$ cat config.mk
export PLATFORM = sky130hd
export DESIGN_NAME = fem_local_matrix_assembly_unit
export DESIGN_NICKNAME = d
export VERILOG_FILES = /design/src/design/fla_pkg.sv /design/src/design/fla_basis_mem.sv /design/src/design/fla_mac_unit.sv /design/src/design/fla_seq.sv /design/src/design/fem_local_matrix_assembly_unit.sv
export VERILOG_INCLUDE_DIRS = /design/src /design/src/design
export SDC_FILE = /design/constraint.sdc
export NUM_CORES = 2
export LEC_CHECK = 0
export ABC_CLOCK_PERIOD_IN_PS = 18840
export BUFFER_PORTS_ARGS = -buffer_cell sky130_fd_sc_hd__buf_2
export CAP_MARGIN = 20
export CORE_AREA = 2 2 381 383
export CTS_CLUSTER_DIAMETER = 200
export DETAILED_ROUTE_END_ITERATION = 10
export DIE_AREA = 0 0 383 385
export GPL_TIMING_DRIVEN = 0
export PLACE_DENSITY = 0.87
export SYNTH_ARGS = -nofsm -noshare
export SYNTH_HDL_FRONTEND = slang
export SYNTH_HIERARCHICAL = 1
export SYNTH_SLANG_ARGS = --single-unit
export TNS_END_PERCENT = 1
$ cat constraint.sdc
create_clock -name aclk -period 18.84 [get_ports aclk]
set_input_delay 2.826 -clock aclk [delete_from_list [all_inputs] [get_ports aclk]]
set_output_delay 2.826 -clock aclk [all_outputs]
set_load 0.01 [all_outputs]
$ cat src/design/fem_local_matrix_assembly_unit_assert.svh
// assertion macros for the local matrix assembly unit
// used by modules that carry concurrent checks; needs no package
`ifndef FEM_LOCAL_MATRIX_ASSEMBLY_UNIT_ASSERT_SVH
`define FEM_LOCAL_MATRIX_ASSEMBLY_UNIT_ASSERT_SVH
`ifndef SYNTHESIS
`define FLA_ASSERT_CLK(lbl, clk, rstn, prop, msg) \
    lbl: assert property (@(posedge clk) disable iff (!rstn) prop) else $error(msg);
`define FLA_ASSERT(lbl, prop, msg) \
    `FLA_ASSERT_CLK(lbl, aclk, aresetn, prop, msg)
`else
`define FLA_ASSERT_CLK(lbl, clk, rstn, prop, msg)
`define FLA_ASSERT(lbl, prop, msg)
`endif
`endif

$ cat src/design/fla_pkg.sv
// shared types, register indexes, micro-op table and saturation helpers
// for the local matrix assembly unit; no dependencies
`default_nettype none
package fla_pkg;

    localparam int MAX_BASIS_DEF = 4;
    localparam int CNT_W         = 3;
    localparam int CFG_ADDR_W    = 3;
    localparam int DATA_W        = 32;

    localparam logic [CFG_ADDR_W-1:0] REG_DIFFUSION = 3'd0;
    localparam logic [CFG_ADDR_W-1:0] REG_CONV_X    = 3'd1;
    localparam logic [CFG_ADDR_W-1:0] REG_CONV_Y    = 3'd2;
    localparam logic [CFG_ADDR_W-1:0] REG_CONV_Z    = 3'd3;
    localparam logic [CFG_ADDR_W-1:0] REG_REACTION  = 3'd4;
    localparam logic [CFG_ADDR_W-1:0] REG_SOURCE    = 3'd5;
    localparam logic [CFG_ADDR_W-1:0] REG_WEIGHT    = 3'd6;
    localparam logic [CFG_ADDR_W-1:0] REG_MODE      = 3'd7;

    localparam logic MODE_GALERKIN = 1'b0;

    typedef struct packed {
        logic signed [31:0] grad_x;
        logic signed [31:0] grad_y;
        logic signed [31:0] grad_z;
        logic signed [31:0] basis_value;
        logic               last_basis;
    } in_item_t;

    typedef struct packed {
        logic [2:0]         row;
        logic [2:0]         col;
        logic               is_rhs;
        logic signed [31:0] amount;
        logic               end_of_run;
    } out_item_t;

    typedef struct packed {
        logic signed [31:0] diffusion;
        logic signed [31:0] conv_x;
        logic signed [31:0] conv_y;
        logic signed [31:0] conv_z;
        logic signed [31:0] reaction;
        logic signed [31:0] source;
        logic signed [31:0] weight;
        logic               mode;
    } cfg_t;

    typedef struct packed {
        logic signed [31:0] gx;
        logic signed [31:0] gy;
        logic signed [31:0] gz;
        logic signed [31:0] v;
    } basis_t;

    typedef enum logic [3:0] {
        UOP_GX, UOP_GY, UOP_GZ, UOP_DIFF,
        UOP_CX, UOP_CY, UOP_CZ, UOP_CONV,
        UOP_REAC, UOP_REAC2, UOP_MOUT,
        UOP_RHS_W, UOP_RHS_OUT
    } uop_t;

    typedef enum logic [3:0] {
        A_GXI, A_GYI, A_GZI, A_DIFF, A_CX, A_CY, A_CZ,
        A_REAC, A_WEIGHT, A_TMP, A_ACC_SAT, A_SUM_SAT
    } asel_t;

    typedef enum logic [2:0] {
        B_GXJ, B_GYJ, B_GZJ, B_VI, B_VJ, B_SRC, B_ACC_SAT, B_SUM_SAT
    } bsel_t;

    typedef enum logic [2:0] {
        D_ACC_LOAD, D_ACC_ADD, D_SUM_LOAD, D_SUM_ADD, D_SUM_CONV, D_TMP, D_OUT
    } dest_t;

    typedef struct packed {
        asel_t a_sel;
        bsel_t b_sel;
        dest_t dest;
        logic  last;
    } uop_ctl_t;

    typedef struct packed {
        logic mul_en;
        logic wb_en;
        uop_t uop;
    } mac_ctl_t;

    typedef struct packed {
        logic       wr;
        logic [2:0] row;
        logic [2:0] col;
        logic       is_rhs;
        logic       end_of_run;
    } out_tag_t;

    function automatic uop_ctl_t uop_decode(uop_t u);
        uop_ctl_t c;
        c.a_sel = A_GXI;
        c.b_sel = B_GXJ;
        c.dest  = D_ACC_LOAD;
        c.last  = 1'b0;
        case (u)
            UOP_GX: begin
                c.a_sel = A_GXI;     c.b_sel = B_GXJ;     c.dest = D_ACC_LOAD;
            end
            UOP_GY: begin
                c.a_sel = A_GYI;     c.b_sel = B_GYJ;     c.dest = D_ACC_ADD;
            end
            UOP_GZ: begin
                c.a_sel = A_GZI;     c.b_sel = B_GZJ;     c.dest = D_ACC_ADD;
            end
            UOP_DIFF: begin
                c.a_sel = A_DIFF;    c.b_sel = B_ACC_SAT; c.dest = D_SUM_LOAD;
            end
            UOP_CX: begin
                c.a_sel = A_CX;      c.b_sel = B_GXJ;     c.dest = D_ACC_LOAD;
            end
            UOP_CY: begin
                c.a_sel = A_CY;      c.b_sel = B_GYJ;     c.dest = D_ACC_ADD;
            end
            UOP_CZ: begin
                c.a_sel = A_CZ;      c.b_sel = B_GZJ;     c.dest = D_ACC_ADD;
            end
            UOP_CONV: begin
                c.a_sel = A_ACC_SAT; c.b_sel = B_VI;      c.dest = D_SUM_CONV;
            end
            UOP_REAC: begin
                c.a_sel = A_REAC;    c.b_sel = B_VJ;      c.dest = D_TMP;
            end
            UOP_REAC2: begin
                c.a_sel = A_TMP;     c.b_sel = B_VI;      c.dest = D_SUM_ADD;
            end
            UOP_MOUT: begin
                c.a_sel = A_WEIGHT;  c.b_sel = B_SUM_SAT; c.dest = D_OUT;
                c.last  = 1'b1;
            end
            UOP_RHS_W: begin
                c.a_sel = A_WEIGHT;  c.b_sel = B_VI;      c.dest = D_TMP;
            end
            UOP_RHS_OUT: begin
                c.a_sel = A_TMP;     c.b_sel = B_SRC;     c.dest = D_OUT;
                c.last  = 1'b1;
            end
            default: begin
                c.last = 1'b1;
            end
        endcase
        return c;
    endfunction

    function automatic logic signed [31:0] sat48(logic signed [47:0] x);
        logic signed [31:0] r;
        if (x[47:31] == {17{x[47]}}) begin
            r = x[31:0];
        end else begin
            r = x[47] ? 32'sh8000_0000 : 32'sh7FFF_FFFF;
        end
        return r;
    endfunction

    function automatic logic signed [31:0] sat34(logic signed [33:0] x);
        logic signed [31:0] r;
        if (x[33:31] == {3{x[33]}}) begin
            r = x[31:0];
        end else begin
            r = x[33] ? 32'sh8000_0000 : 32'sh7FFF_FFFF;
        end
        return r;
    endfunction

endpackage
`default_nettype wire

$ cat src/design/fla_basis_mem.sv
// basis function store: one write port, two registered read ports
// depends on fla_pkg for the row type
`default_nettype none
module fla_basis_mem #(
    parameter int DEPTH = fla_pkg::MAX_BASIS_DEF,
    localparam int AW   = (DEPTH > 1) ? $clog2(DEPTH) : 1
) (
    input  wire logic            aclk,
    input  wire logic            we,
    input  wire logic [AW-1:0]   waddr,
    input  wire fla_pkg::basis_t wdata,
    input  wire logic [AW-1:0]   raddr_a,
    input  wire logic [AW-1:0]   raddr_b,
    output fla_pkg::basis_t      rdata_a,
    output fla_pkg::basis_t      rdata_b
);
    import fla_pkg::*;

    basis_t mem [DEPTH];

    always_ff @(posedge aclk) begin
        if (we) begin
            mem[waddr] <= wdata;
        end
        rdata_a <= mem[raddr_a];
        rdata_b <= mem[raddr_b];
    end

endmodule
`default_nettype wire

$ cat src/design/fla_mac_unit.sv
// shared q16.16 multiply, floor, saturate and accumulate unit
// operands picked by the micro-op table in fla_pkg
`default_nettype none
module fla_mac_unit (
    input  wire logic              aclk,
    input  wire fla_pkg::mac_ctl_t ctl,
    input  wire fla_pkg::cfg_t     cfg,
    input  wire fla_pkg::basis_t   row_i,
    input  wire fla_pkg::basis_t   row_j,
    output logic signed [31:0]     q_out
);
    import fla_pkg::*;

    uop_ctl_t           dec;
    logic signed [31:0] a_op;
    logic signed [31:0] b_op;
    logic signed [63:0] prod_next;
    logic signed [63:0] prod_reg;
    logic signed [33:0] acc_reg;
    logic signed [33:0] sum_reg;
    logic signed [31:0] tmp_reg;
    logic signed [31:0] acc_sat;
    logic signed [31:0] sum_sat;
    logic signed [31:0] q;
    logic signed [33:0] q_ext;

    assign dec     = uop_decode(ctl.uop);
    assign acc_sat = sat34(acc_reg);
    assign sum_sat = sat34(sum_reg);
    assign q       = sat48(prod_reg[63:16]);
    assign q_ext   = {{2{q[31]}}, q};
    assign q_out   = q;

    always_comb begin
        case (dec.a_sel)
            A_GXI:     a_op = row_i.gx;
            A_GYI:     a_op = row_i.gy;
            A_GZI:     a_op = row_i.gz;
            A_DIFF:    a_op = cfg.diffusion;
            A_CX:      a_op = cfg.conv_x;
            A_CY:      a_op = cfg.conv_y;
            A_CZ:      a_op = cfg.conv_z;
            A_REAC:    a_op = cfg.reaction;
            A_WEIGHT:  a_op = cfg.weight;
            A_TMP:     a_op = tmp_reg;
            A_ACC_SAT: a_op = acc_sat;
            A_SUM_SAT: a_op = sum_sat;
            default:   a_op = cfg.weight;
        endcase
    end

    always_comb begin
        case (dec.b_sel)
            B_GXJ:     b_op = row_j.gx;
            B_GYJ:     b_op = row_j.gy;
            B_GZJ:     b_op = row_j.gz;
            B_VI:      b_op = row_i.v;
            B_VJ:      b_op = row_j.v;
            B_SRC:     b_op = cfg.source;
            B_ACC_SAT: b_op = acc_sat;
            B_SUM_SAT: b_op = sum_sat;
            default:   b_op = row_i.v;
        endcase
    end

    assign prod_next = a_op * b_op;

    always_ff @(posedge aclk) begin
        if (ctl.mul_en) begin
            prod_reg <= prod_next;
        end
        if (ctl.wb_en) begin
            case (dec.dest)
                D_ACC_LOAD: acc_reg <= q_ext;
                D_ACC_ADD:  acc_reg <= acc_reg + q_ext;
                D_SUM_LOAD: sum_reg <= q_ext;
                D_SUM_ADD:  sum_reg <= sum_reg + q_ext;
                D_SUM_CONV: begin
                    if (cfg.mode == MODE_GALERKIN) begin
                        sum_reg <= sum_reg + q_ext;
                    end
                end
                D_TMP:      tmp_reg <= q;
                D_OUT:      tmp_reg <= tmp_reg;
                default:    tmp_reg <= tmp_reg;
            endcase
        end
    end

endmodule
`default_nettype wire

$ cat src/design/fla_seq.sv
// sequencer: load counting, row/column walk and micro-op stepping
// depends on fla_pkg and the assertion macro header
`default_nettype none
`include "fem_local_matrix_assembly_unit_assert.svh"
module fla_seq #(
    parameter int MAX_BASIS = fla_pkg::MAX_BASIS_DEF,
    localparam int AW       = (MAX_BASIS > 1) ? $clog2(MAX_BASIS) : 1
) (
    input  wire logic          aclk,
    input  wire logic          aresetn,
    input  wire logic          s_valid,
    input  wire logic          s_last,
    output logic               s_ready,
    input  wire logic          out_free,
    output logic               mem_we,
    output logic [AW-1:0]      mem_waddr,
    output logic [AW-1:0]      rd_i,
    output logic [AW-1:0]      rd_j,
    output fla_pkg::mac_ctl_t  mac_ctl,
    output fla_pkg::out_tag_t  out_tag
);
    import fla_pkg::*;

    typedef enum logic [3:0] {
        ST_LOAD  = 4'b0001,
        ST_FETCH = 4'b0010,
        ST_MUL   = 4'b0100,
        ST_WB    = 4'b1000
    } state_t;

    state_t           state_reg, state_next;
    logic [CNT_W-1:0] count_reg, count_next;
    logic [CNT_W-1:0] n_reg, n_next;
    logic [AW-1:0]    i_reg, i_next;
    logic [AW-1:0]    j_reg, j_next;
    logic             rhs_reg, rhs_next;
    uop_t             uop_reg, uop_next;
    uop_ctl_t         ctl;
    logic             accept;
    logic             room;
    logic [CNT_W-1:0] count_inc;
    logic             i_last;
    logic             j_last;
    logic             wb_go;

    assign ctl       = uop_decode(uop_reg);
    assign s_ready   = (state_reg == ST_LOAD);
    assign accept    = s_valid && s_ready;
    assign room      = (count_reg < CNT_W'(MAX_BASIS));
    assign count_inc = count_reg + 3'd1;
    assign i_last    = (CNT_W'(i_reg) == n_reg - 3'd1);
    assign j_last    = (CNT_W'(j_reg) == n_reg - 3'd1);
    assign wb_go     = (state_reg == ST_WB) && ((ctl.dest != D_OUT) || out_free);

    assign mem_we    = accept && room;
    assign mem_waddr = count_reg[AW-1:0];
    assign rd_i      = i_reg;
    assign rd_j      = j_reg;

    assign mac_ctl.mul_en = (state_reg == ST_MUL);
    assign mac_ctl.wb_en  = wb_go;
    assign mac_ctl.uop    = uop_reg;

    assign out_tag.wr         = wb_go && (ctl.dest == D_OUT);
    assign out_tag.row        = 3'(i_reg);
    assign out_tag.col        = rhs_reg ? 3'd0 : 3'(j_reg);
    assign out_tag.is_rhs     = rhs_reg;
    assign out_tag.end_of_run = !rhs_reg && i_last && j_last;

    always_comb begin
        state_next = state_reg;
        count_next = count_reg;
        n_next     = n_reg;
        i_next     = i_reg;
        j_next     = j_reg;
        rhs_next   = rhs_reg;
        uop_next   = uop_reg;
        case (state_reg)
            ST_LOAD: begin
                if (accept) begin
                    if (room) begin
                        count_next = count_inc;
                    end
                    if (s_last) begin
                        n_next     = room ? count_inc : count_reg;
                        i_next     = '0;
                        j_next     = '0;
                        rhs_next   = 1'b1;
                        uop_next   = UOP_RHS_W;
                        state_next = ST_FETCH;
                    end
                end
            end
            ST_FETCH: begin
                state_next = ST_MUL;
            end
            ST_MUL: begin
                state_next = ST_WB;
            end
            ST_WB: begin
                if (wb_go) begin
                    if (!ctl.last) begin
                        uop_next   = uop_t'(uop_reg + 4'd1);
                        state_next = ST_MUL;
                    end else if (rhs_reg) begin
                        state_next = ST_FETCH;
                        if (i_last) begin
                            rhs_next = 1'b0;
                            i_next   = '0;
                            j_next   = '0;
                            uop_next = UOP_GX;
                        end else begin
                            i_next   = i_reg + 1'b1;
                            uop_next = UOP_RHS_W;
                        end
                    end else begin
                        uop_next = UOP_GX;
                        if (j_last) begin
                            if (i_last) begin
                                count_next = '0;
                                state_next = ST_LOAD;
                            end else begin
                                i_next     = i_reg + 1'b1;
                                j_next     = '0;
                                state_next = ST_FETCH;
                            end
                        end else begin
                            j_next     = j_reg + 1'b1;
                            state_next = ST_FETCH;
                        end
                    end
                end
            end
            default: begin
                state_next = ST_LOAD;
            end
        endcase
    end

    always_ff @(posedge aclk) begin
        if (!aresetn) begin
            state_reg <= ST_LOAD;
            count_reg <= '0;
            n_reg     <= '0;
            i_reg     <= '0;
            j_reg     <= '0;
            rhs_reg   <= 1'b0;
            uop_reg   <= UOP_GX;
        end else begin
            state_reg <= state_next;
            count_reg <= count_next;
            n_reg     <= n_next;
            i_reg     <= i_next;
            j_reg     <= j_next;
            rhs_reg   <= rhs_next;
            uop_reg   <= uop_next;
        end
    end

    `FLA_ASSERT(a_count_bound, (count_reg <= CNT_W'(MAX_BASIS)), "load count past store depth")
    `FLA_ASSERT(a_row_in_run, ((state_reg != ST_LOAD) |-> (CNT_W'(i_reg) < n_reg)), "row index out of run")
    `FLA_ASSERT(a_col_in_run, ((state_reg != ST_LOAD) |-> (CNT_W'(j_reg) < n_reg)), "col index out of run")
    `FLA_ASSERT(a_end_idle, ((out_tag.wr && out_tag.end_of_run) |=> (s_ready && (count_reg == '0))), "run end did not return to load")

endmodule
`default_nettype wire

$ cat src/design/fem_local_matrix_assembly_unit.sv
// top level of the local matrix assembly unit: config registers, output register
// depends on fla_pkg, fla_basis_mem, fla_mac_unit and fla_seq
//
//   port group  dir  handshake          content
//   s_*         in   s_valid/s_ready    one basis function per request
//   m_*         out  m_valid/m_ready    one rhs or matrix increment per request
//   cfg_*       in   cfg_wr_en          register write, no wait
//
// loading: one cycle per request while the sequencer is idle
// emission: each rhs row and each matrix entry is a sequence of micro-ops, all through one
//   multiplier (product register, then floor/saturate/accumulate writeback)
// a full output register with m_ready low stalls the sequencer at the next output writeback
// reset is synchronous, active low; the store itself is not cleared
`default_nettype none
module fem_local_matrix_assembly_unit #(
    parameter int MAX_BASIS = fla_pkg::MAX_BASIS_DEF
) (
    input  wire logic                          aclk,
    input  wire logic                          aresetn,
    input  wire logic                          s_valid,
    output logic                               s_ready,
    input  wire fla_pkg::in_item_t             s_data,
    output logic                               m_valid,
    input  wire logic                          m_ready,
    output fla_pkg::out_item_t                 m_data,
    input  wire logic                          cfg_wr_en,
    input  wire logic [fla_pkg::CFG_ADDR_W-1:0] cfg_addr,
    input  wire logic [fla_pkg::DATA_W-1:0]    cfg_wr_data
);
    import fla_pkg::*;

    localparam int AW = (MAX_BASIS > 1) ? $clog2(MAX_BASIS) : 1;

    cfg_t               cfg_reg;
    logic               m_valid_reg;
    out_item_t          m_data_reg;
    logic               out_free;
    logic               mem_we;
    logic [AW-1:0]      mem_waddr;
    logic [AW-1:0]      rd_i;
    logic [AW-1:0]      rd_j;
    basis_t             wr_row;
    basis_t             row_i;
    basis_t             row_j;
    mac_ctl_t           mac_ctl;
    out_tag_t           out_tag;
    logic signed [31:0] q;

    assign out_free = !m_valid_reg || m_ready;
    assign m_valid  = m_valid_reg;
    assign m_data   = m_data_reg;

    assign wr_row.gx = s_data.grad_x;
    assign wr_row.gy = s_data.grad_y;
    assign wr_row.gz = s_data.grad_z;
    assign wr_row.v  = s_data.basis_value;

    always_ff @(posedge aclk) begin
        if (!aresetn) begin
            cfg_reg <= '0;
        end else if (cfg_wr_en) begin
            case (cfg_addr)
                REG_DIFFUSION: cfg_reg.diffusion <= cfg_wr_data;
                REG_CONV_X:    cfg_reg.conv_x    <= cfg_wr_data;
                REG_CONV_Y:    cfg_reg.conv_y    <= cfg_wr_data;
                REG_CONV_Z:    cfg_reg.conv_z    <= cfg_wr_data;
                REG_REACTION:  cfg_reg.reaction  <= cfg_wr_data;
                REG_SOURCE:    cfg_reg.source    <= cfg_wr_data;
                REG_WEIGHT:    cfg_reg.weight    <= cfg_wr_data;
                REG_MODE:      cfg_reg.mode      <= cfg_wr_data[0];
                default:       cfg_reg.mode      <= cfg_reg.mode;
            endcase
        end
    end

    always_ff @(posedge aclk) begin
        if (!aresetn) begin
            m_valid_reg <= 1'b0;
        end else if (out_tag.wr) begin
            m_valid_reg <= 1'b1;
        end else if (m_ready) begin
            m_valid_reg <= 1'b0;
        end
    end

    always_ff @(posedge aclk) begin
        if (out_tag.wr) begin
            m_data_reg.row        <= out_tag.row;
            m_data_reg.col        <= out_tag.col;
            m_data_reg.is_rhs     <= out_tag.is_rhs;
            m_data_reg.amount     <= q;
            m_data_reg.end_of_run <= out_tag.end_of_run;
        end
    end

    fla_seq #(
        .MAX_BASIS (MAX_BASIS)
    ) u_seq (
        .aclk      (aclk),
        .aresetn   (aresetn),
        .s_valid   (s_valid),
        .s_last    (s_data.last_basis),
        .s_ready   (s_ready),
        .out_free  (out_free),
        .mem_we    (mem_we),
        .mem_waddr (mem_waddr),
        .rd_i      (rd_i),
        .rd_j      (rd_j),
        .mac_ctl   (mac_ctl),
        .out_tag   (out_tag)
    );

    fla_basis_mem #(
        .DEPTH (MAX_BASIS)
    ) u_mem (
        .aclk    (aclk),
        .we      (mem_we),
        .waddr   (mem_waddr),
        .wdata   (wr_row),
        .raddr_a (rd_i),
        .raddr_b (rd_j),
        .rdata_a (row_i),
        .rdata_b (row_j)
    );

    fla_mac_unit u_mac (
        .aclk  (aclk),
        .ctl   (mac_ctl),
        .cfg   (cfg_reg),
        .row_i (row_i),
        .row_j (row_j),
        .q_out (q)
    );

endmodule
`default_nettype wire
==> results.cfg <==
[synthesis]
synth_top_area_frac = 0.254
synth_enable_flop_cells = 700
synth_seq_cells = 1201
yosysSeqAreaShare = 0.364
yosys_most_used_dff = edfxtp_1
syn-cell-area_um2 = 85300
yosys_warnings = 6
syn_inst = 7460
synthArstFlopShare = 0
syn_avg_cell_area_um2 = 11.4
synth_cell_types = 99
yosysTopAreaCell = fa_1
yosysMostFrequentCell = fa_1
synthTopCellsByCount = 1084 x fa_1, 1078 x inv_1, 922 x nand2_1
synth_area_leaders = fa_1 25%, edfxtp_1 25%, dfxtp_1 12%

[clocking]
htreeDepth = 3
cts_buffers = 109
clk_pin_slew_ns = 0.06
cts_tree = built
post-cts-setup-buffers = 0
cts_hold_buf = 0
clk_latency_ns = 0.81
cts_resized = 0
cts-root-buf = clkbuf_16
clockBufferDepth = 3
clkSinkCount = 1201

[route]
via_per_inst = 6.85
wl_per_cell_um = 38.2
drc_errors = 1
vias = 67800
antenna_left = 0
wl_mm = 379
first_pass_iters = 11
drt-initial-drc-count = 11200

[layout]
nets = 9382
fin_cells = 9910
utilization = 0.658
fillCellCount = 10600
multi_input_area_um2 = 48600
area_growth_pct = 10.3
largest_reg_flops = 512
regArea_um2 = 31000
drive_gt1_frac = 0.119

[sta]
rsz0062_at_grt = no
finClkSkew_ns = 0.128
finalHoldViolations = 0
setup_viol = 0
fmax_ghz = 0.0678
final_max_slew_viol_count = 6
fin_crit_sh = 0.783
post-route-min-period_ns = 14.74
relSlewSlack = -0.419
tightest_slew_ns = 2.13

[die]
io_pins = 211
core_um2 = 143000
die_h_um = 385
die_w_um = 383
rows = 139
die_area_um2 = 147000
start_util = 0.596

[global_routing]
gr-total-overflow = 0
grt_pass1_vias = 67500
grtUsageTotal = 0.506
antenna_found_initial = 47
grt_pass1_wl_mm = 512
grt_max_degree = 57

[placement]
dp_hpwl_mm = 284
dpl.cell_count = 9651
place_congestion = 1.09
io_buffers = 206

[min_path]
holdCritStartpoint = cfg_reg[180]
hold_path_class = reg2reg
min_to = cfg_reg[180]
hold_depth = 2

[critical_path]
reg2reg_from = u_seq/uop_reg[3]
critPathRequiredTime_ns = 19.32
rr_worst_depth = 39
arrival_ns = 15.22
reg2reg_to = u_mac/prod_reg[56]
crit_path_start_kind = register
path_class = reg2reg
cpPeakStageDelay_ns = 1.05
path_max_fanout = 10
slowest_stage = a222oi_1
worstSetupEndpointType = register
rrSetupSlack_ns = 4.10
cp_common_cell = fa_1

[run]
max-cap-violations = 1

[outcome]
status = finished with violations
violations = DRC, capacitance limit, slew limit
## cell families after synthesis
kind of cell	count (synthesis)	synth area share
flops	1201	0.364
fa+ha+maj	1335	0.291
mux	512	0.0979
simple gates	1907	0.0953
buf+inv	1508	0.0702
compound gates	872	0.0687
other cells	1	0.0000440
xor+xnor	124	0.0127
## worst max-delay path: cells and delay by family (launching register included)
kind	cells	cell delay, ns
buffers and inverters	14	3.85
xor gates and xnor gates	1	0.10
adders and majority gates	9	4.32
DFF	1	0.69
AOI/OAI and AO/OA	9	4.40
and+or+nand+nor	6	1.02
## per-layer routing
metal	up-vias	GRT usage	part of all wire
met5	-	0.000975	0.00066
met4	32	0.433	0.12
met1	33700	0.587	0.32
met2	6359	0.758	0.43
li1	25700	-	-
met3	2147	0.173	0.14
## how the worst max path moves through the flow
stage | from | to | slack [ns] | depth (start not counted)
after detailed placement | u_seq/uop_reg[3] | u_mac/prod_reg[56] | 4.89 | 38
after global placement | s_valid | u_mem/mem[0][114] | -1.59 | 4
final | u_seq/uop_reg[3] | u_mac/prod_reg[56] | 4.10 | 39
after global routing | u_seq/uop_reg[3] | u_mac/prod_reg[56] | 4.22 | 39
after CTS | u_seq/uop_reg[3] | u_mac/prod_reg[56] | 4.79 | 38
after floorplan | s_valid | u_mem/mem[0][0] | 5.70 | 3
## cells in the final DEF (no fill, tap or decap), types with 81 or more instances in the layout
cell / instances
clkbuf_1: 321
nand2_1: 922
a21oi_1: 230
dfxtp_1: 501
ha_1: 251
o21ai_0: 159
buf_2: 270
fa_1: 1083
edfxtp_1: 700
nor2_1: 634
xnor2_1: 81
mux4_2: 256
clkbuf_16: 110
inv_1: 1078
mux2i_1: 240
a21o_1: 85
## through the flow
stage                     hold WS, ns  setup slack (ns)  TNS, ns  instance area (um2)
after global routing            0.468              4.22        0                94100
after detailed placement        0.447              4.89        0                90300
final                           0.459              4.10        0                94100
after global placement          0.441             -1.59  -198.29                88700
after floorplan                 0.434              5.70        0                85300
after CTS                       0.459              4.79        0                93900
## area by class of cell
type	instances	area share
multi-input combinational	4752	0.517
clock inverter	51	0.00607
buffer	428	0.0206
sequential	1201	0.330
tap	1903	0.0253
clock buffer	154	0.0324
inverter	1080	0.0431
timing repair buffer	306	0.0250
antenna	35	0.000930
Power is not shown: default switching activity piles up to over one toggle a cycle in this logic, so the estimate is an artifact.
